===== config.mk =====
export PLATFORM = sky130hd
export DESIGN_NAME = pzb_cordic_stage
export DESIGN_NICKNAME = d
export VERILOG_FILES = /design/src/design/pzeta_bisector_projection_defines.svh /design/src/design/pzb_pkg.sv /design/src/design/pzb_cordic_stage.sv
export SDC_FILE = /design/constraint.sdc
export NUM_CORES = 1
export LEC_CHECK = 0
export ABC_CLOCK_PERIOD_IN_PS = 5220
export BUFFER_PORTS_ARGS = -buffer_cell sky130_fd_sc_hd__buf_2
export CORE_ASPECT_RATIO = 0.6
export CORE_MARGIN = 2
export CORE_UTILIZATION = 35
export DETAILED_ROUTE_END_ITERATION = 8
export SLEW_MARGIN = 20
export SYNTH_ARGS = -nofsm -noshare
export SYNTH_HDL_FRONTEND = slang
export SYNTH_SLANG_ARGS = --single-unit

===== constraint.sdc =====
create_clock -name aclk -period 5.22 [get_ports aclk]
set_input_delay 0.522 -clock aclk [delete_from_list [all_inputs] [get_ports aclk]]
set_output_delay 0.522 -clock aclk [all_outputs]
set_load 0.05 [all_outputs]

===== src/design/pzeta_bisector_projection_defines.svh =====
// Assertion macros used by the asserting top module of the pzeta block.
`ifndef PZETA_BISECTOR_PROJECTION_DEFINES_SVH
`define PZETA_BISECTOR_PROJECTION_DEFINES_SVH
// Implication checked at every rising clock edge outside reset.
`define PZB_ASSERT_IMP(label, clk, rstn, ante, cons, msg) \
    label: assert property (@(posedge clk) disable iff (!rstn) (ante) |-> (cons)) \
        else $error(msg);
// Next-cycle implication checked outside reset.
`define PZB_ASSERT_NEXT(label, clk, rstn, ante, cons, msg) \
    label: assert property (@(posedge clk) disable iff (!rstn) (ante) |=> (cons)) \
        else $error(msg);
`endif


===== src/design/pzb_pkg.sv =====
// Package with constants, types and the arctangent table of the pzeta block.
`timescale 1ns / 1ps
package pzb_pkg;
    localparam int ANGLE_BITS_DEF    = 16;
    localparam int CORDIC_STAGES_DEF = 16;
    localparam int TABLE_LEN         = 24;
    localparam logic [15:0] ZETA_WEIGHT_RESET = 16'd55706;
    localparam logic signed [33:0] GAIN_Q30 = 34'sd652032874;

    typedef logic signed [33:0] cval_t;
    typedef logic signed [32:0] zval_t;

    function automatic logic [31:0] atan_turn(input int idx);
        logic [31:0] r;
        case (idx)
            0: r = 32'h20000000;  1: r = 32'h12E4051E;  2: r = 32'h09FB385B;
            3: r = 32'h051111D4;  4: r = 32'h028B0D43;  5: r = 32'h0145D7E1;
            6: r = 32'h00A2F61E;  7: r = 32'h00517C55;  8: r = 32'h0028BE53;
            9: r = 32'h00145F2F; 10: r = 32'h000A2F98; 11: r = 32'h000517CC;
            12: r = 32'h00028BE6; 13: r = 32'h000145F3; 14: r = 32'h0000A2FA;
            15: r = 32'h0000517D; 16: r = 32'h000028BE; 17: r = 32'h0000145F;
            18: r = 32'h00000A30; 19: r = 32'h00000518; 20: r = 32'h0000028C;
            21: r = 32'h00000146; 22: r = 32'h000000A3; 23: r = 32'h00000051;
            default: r = 32'h0;
        endcase
        return r;
    endfunction
endpackage


===== src/design/pzb_cordic_stage.sv =====
// One registered CORDIC rotation step for three lanes with a stall enable.
`timescale 1ns / 1ps
module pzb_cordic_stage import pzb_pkg::*; #(
    parameter int IDX = 0
) (
    input  logic  aclk,
    input  logic  en,
    input  cval_t x_in [3],
    input  cval_t y_in [3],
    input  zval_t z_in [3],
    output cval_t x_out [3],
    output cval_t y_out [3],
    output zval_t z_out [3]
);
    localparam zval_t ATAN = zval_t'({1'b0, atan_turn(IDX)});
    cval_t x_reg [3];
    cval_t y_reg [3];
    zval_t z_reg [3];

    always_ff @(posedge aclk) begin
        if (en) begin
            for (int k = 0; k < 3; k++) begin
                if (!z_in[k][32]) begin
                    x_reg[k] <= x_in[k] - (y_in[k] >>> IDX);
                    y_reg[k] <= y_in[k] + (x_in[k] >>> IDX);
                    z_reg[k] <= z_in[k] - ATAN;
                end else begin
                    x_reg[k] <= x_in[k] + (y_in[k] >>> IDX);
                    y_reg[k] <= y_in[k] - (x_in[k] >>> IDX);
                    z_reg[k] <= z_in[k] + ATAN;
                end
            end
        end
    end
    assign x_out = x_reg;
    assign y_out = y_reg;
    assign z_out = z_reg;
endmodule


Word level (Yosys, flattened, before mapping) --
Cells that the tools add are included. Widths: inputs -> output; s select.
Word-level totals: bits in registers 303, bits in latches 0, bits in writable memories 0, memory bits (read-only) 0, output and inout port bits 303, word-level logic and storage cells 33, memories 0
Operators by class: add/sub/neg operators 15, multiply operators 0, divide/modulo/power cells 0, order comparisons 0, equality and inequality tests 0, shifts and indexed selects 0, muxes and demuxes 9, bitwise gates (word level) 0, reduce and logical (&&, ||, !) cells 0
Operators with widths (number):
- $mux 34 | 6
- $sub 34x34->34 | 6
- $add 34x34->34 | 3
- $add 33x31->33 const B | 3
- $mux 33 | 3
- $sub 33x31->33 const B | 3

Logic depth before layout (Yosys ltp) --
word-level depth 2, depth in mapped cells 14, gate-level depth less buffers 13

Worst setup path after synthesis --
No wires, ideal clock.
path kind input-to-reg, from input x_in[13] (netlist name), to register x_reg (netlist bit x_out[33]), data pin, library setup time 0.265 ns, data arrival time 3.059 ns, required time 4.955 ns, path slack 1.896 ns, stages on the path 12, path buffers 0, path through inv_1 ha_1 nor2_1 a211o_1 a221oi_1 a31oi_2 o22a_1 a311o_2 a211oi_4 o31ai_1 a211o_1 xor2_1
On the way: cells in the longest elaborated chain, start to end 2, elaborated cells on any way between the ends 3, classes of those cells 2 x add/sub; 1 x mux
Ends and longest elaborated chain:
- start, declared | RTL line pzb_cordic_stage.sv:8 | input cval_t x_in [3],
- $sub 34x34->34 / $add 34x34->34 (equally long branches) | RTL line pzb_cordic_stage.sv:24, pzb_cordic_stage.sv:28
- $mux 34 * | RTL line pzb_cordic_stage.sv:23 | if (!z_in[k][32]) begin
- end signal, assigned by index | RTL line pzb_cordic_stage.sv:24 | x_reg[k] <= x_in[k] - (y_in[k] >>> IDX);
- end signal, assigned by index | RTL line pzb_cordic_stage.sv:28 | x_reg[k] <= x_in[k] + (y_in[k] >>> IDX);
- end, declared | RTL line pzb_cordic_stage.sv:16 | cval_t x_reg [3];
Every way passes the cells marked *; elsewhere a longest branch is shown, timed or not. A chain may end at the register's enable or synchronous reset.

Worst setup path after layout --
from input x_in[38] (netlist name), to register y_reg (netlist bit y_out[67]), data pin
On the way: cells in the longest elaborated chain, start to end 2, elaborated cells on any way between the ends 3, classes of those cells 2 x add/sub; 1 x mux
Ends and longest elaborated chain:
- $add 34x34->34 / $sub 34x34->34 (equally long branches) | RTL line pzb_cordic_stage.sv:25, pzb_cordic_stage.sv:29
- $mux 34 * | RTL line pzb_cordic_stage.sv:23
- end signal, assigned by index | RTL line pzb_cordic_stage.sv:25 | y_reg[k] <= y_in[k] + (x_in[k] >>> IDX);
- end signal, assigned by index | RTL line pzb_cordic_stage.sv:29 | y_reg[k] <= y_in[k] - (x_in[k] >>> IDX);
- end, declared | RTL line pzb_cordic_stage.sv:17 | cval_t y_reg [3];
Marked as above.

==> reports/qor.yml <==
sta:
  period_needed_ps: 3910
  period_share_pct: 75.0
  maxSlewViolCount: 0
  slew_headroom_pct: 30.8
  setup_viol: 0
  worst_pin_slew_ps: 1030
  hold_viol_final: 0
  rsz0062_at_grt: "false"
  tns_ps: 0
  max_freq_mhz: 255
flow_run:
  cap_violations: 0
synthesis:
  ys.flop_type: "edfxtp_1"
  yosys.area_share.simple_pct: 11.9
  syn-num-nets: 3608
  synth.cell_area_um2: 26400
  synth_adder_area_share_pct: 15.3
  synth_top_cell_by_area: "edfxtp_1"
  async_flop_share_pct: 0
  synth_cell_types: 83
  synth_top_family_by_area: "compound AO/OA/AOI/OAI gates"
  synth_edf_count: 300
  synth_xor_area_share_pct: 6.46
  synth.ff_latch_count: 300
  muxShareOfSynthArea_pct: 2.39
  synth_seq_area_share_pct: 34.1
  yosys_warnings: 0
  syn_inst: 2987
  synth-compound-area-share_pct: 23.5
  syn-mean-instance-area_um2: 8.85
  netlist_top_cells_area: "edfxtp_1, ha_1, a21oi_1"
  synth_top_area_share_pct: 34.1
layout:
  syn_to_final_growth_pct: 19.5
  nNetsFinal: 4143
  fillerInstances: 7619
  mostFrequentLayoutCell: "buf_2"
  regArea_um2: 9010
  drive_gt1_share_pct: 20.4
  multiInputGateArea_um2: 15700
  final_cell_mix: "buf_2, a21oi_1, ha_1"
  layoutNonFillerInstCount: 4556
detailed_routing:
  wirelength_um: 102000
  vias_per_cell: 5.56
  wl_per_cell_um: 22.5
  vias: 25300
  postRouteAntennaNets: 0
  route.detailed.drc: 0
  first_pass_iters: 5
  drtIter0Drc: 3200
setup_path:
  path_max_fanout: 10
  crit_required_ps: 5540
  worstPathArrival_ps: 4240
  cpMostUsedCell: "o21ai_0"
  startpoint_type: "input pin"
  max_stage_delay_ps: 780
  critPathKind: "input pin to flip-flop"
  path_cells: "buf_2 > inv_1 > ha_1 > nor3_1 > o21ai_0 > a21oi_1 > a31oi_1 > o21ai_0 > o21ai_0 > a41o_1 > nor3_1 > nor2_1 > or3_1"
  startpoint: "x_in[38]"
  crit_path_top_delay_cell: "o21ai_0"
  critical_path.endpoint_type: "flip-flop"
pwr:
  ir_worst_vdd_v: 0.000281
  p_per_area_nw_per_um2: 316
  p_leak_nw: 14.2
clock_tree:
  cts-htree-levels: 2
  cts_setup_buffers: 0
  cts_resized: 0
  cts_tree: "yes"
  path_clk_slew_ps: 70
  clock-sinks: 300
  root_buffer: "clkbuf_16"
  cts_hold_buffers: 0
  cts.path.max_buffers: 3
  cts_buffers: 35
worst_hold_path:
  min-delay-start: "z_in[81]"
  hp-class: "input pin to flip-flop"
global_route:
  grt_usage_pct: 25.2
  first_global_vias: 22800
  grt_first_pass_wirelength_um: 150000
  antenna_found_initial: 12
  overflow: 0
  grt_max_degree: 115
die:
  die_x_um: 359
  die_area_um2: 77800
  start_util_pct: 35.2
  num_rows: 78
  core_um2: 75100
  io_pins: 608
  die_h_um: 217
place:
  gp_congestion: 1.00
  port_buffers: 607
  post-place-cells: 4485
  dp_hpwl_um: 82800
outcome:
  status: "complete, no violations"
cell families after synthesis:
logic type | after synthesis
buf+inv | 445
flops | 300
compound gates | 999
mux | 63
simple gates | 669
xor+xnor | 195
fa+ha+maj | 316
area by class of cell:
cell class / instances / share of cell area (%)
Timing Repair Buffer: 630 / 10.3
Sequential cell: 300 / 28.5
Multi-Input combinational cell: 2242 / 49.8
Clock inverter: 22 / 0.847
Inverter: 313 / 3.72
Tap cell: 1000 / 3.96
Antenna cell: 9 / 0.0713
Clock buffer: 40 / 2.83
worst max-delay path: cells and delay by family:
family                     cells  cell delay (ps)
AOI/OAI and AO/OA              6             2350
buffers and inverters          2              140
and+or+nand+nor                4              770
adders and majority gates      1              430
per-stage QoR:
step / hold slack (ps) / worst slack [ps] / instance area (um^2) / total power, mW / utilization [%]
finish: 113 / 1310 / 31600 / 10.0 / 42.1
global placement: 698 / 930 / 30400 / 7.40 / 40.5
global route: 74.8 / 1140 / 31600 / 10.5 / 42.0
detailed placement: 700 / 984 / 30400 / 7.39 / 40.5
floorplan: 621 / 1900 / 26400 / 6.11 / -
CTS: 65.5 / 1590 / 31600 / 10.0 / 42.0
registers in the layout, indices dropped and copies added (netlist names):
name,cells
x_out,101
y_out,100
z_out,99
per-layer routing:
layer / wire [um] / global-route usage (%) / vias up / share of wire [%]
li1: - / - / 11800 / -
met1: 50400 / 40.8 / 12100 / 49
met2: 38800 / 32.2 / 1351 / 38
met3: 11700 / 7.00 / 100 / 11
met4: 1430 / 4.36 / 6 / 1.4
met5: 39 / 0 / - / 0.038
final timing paths:
path              slack (ps)                   to  cells past startpoint
setup / recovery        1310  y_out[67]$_DFFE_PP_                     13
hold / removal           110  z_out[81]$_DFFE_PP_                      1
cell usage after synthesis (19+ instances only):
master	n
a21oi_1	403
ha_1	304
edfxtp_1	300
inv_1	297
nor2_1	258
o21ai_0	183
xnor2_1	149
nand2_1	139
clkbuf_1	92
o21bai_1	80
a21o_1	69
mux2i_1	62
xor2_1	46
nor3_1	40
nand4_1	34
nand3_1	32
o21a_1	30
buf_1	29
nand2b_1	29
nor2b_1	28
o31ai_1	27
or3_1	23
a211oi_1	22
nor4_1	22
a31oi_1	20
o211ai_1	19
report_power, final:
group | internal [mW] | switching [mW] | leakage, nW
combinational | 1.14 | 3.07 | 10.7
sequential | 3.11 | 0.110 | 2.94
clock | 1.45 | 1.12 | 0.555
Power figures use the tool's default switching activity.
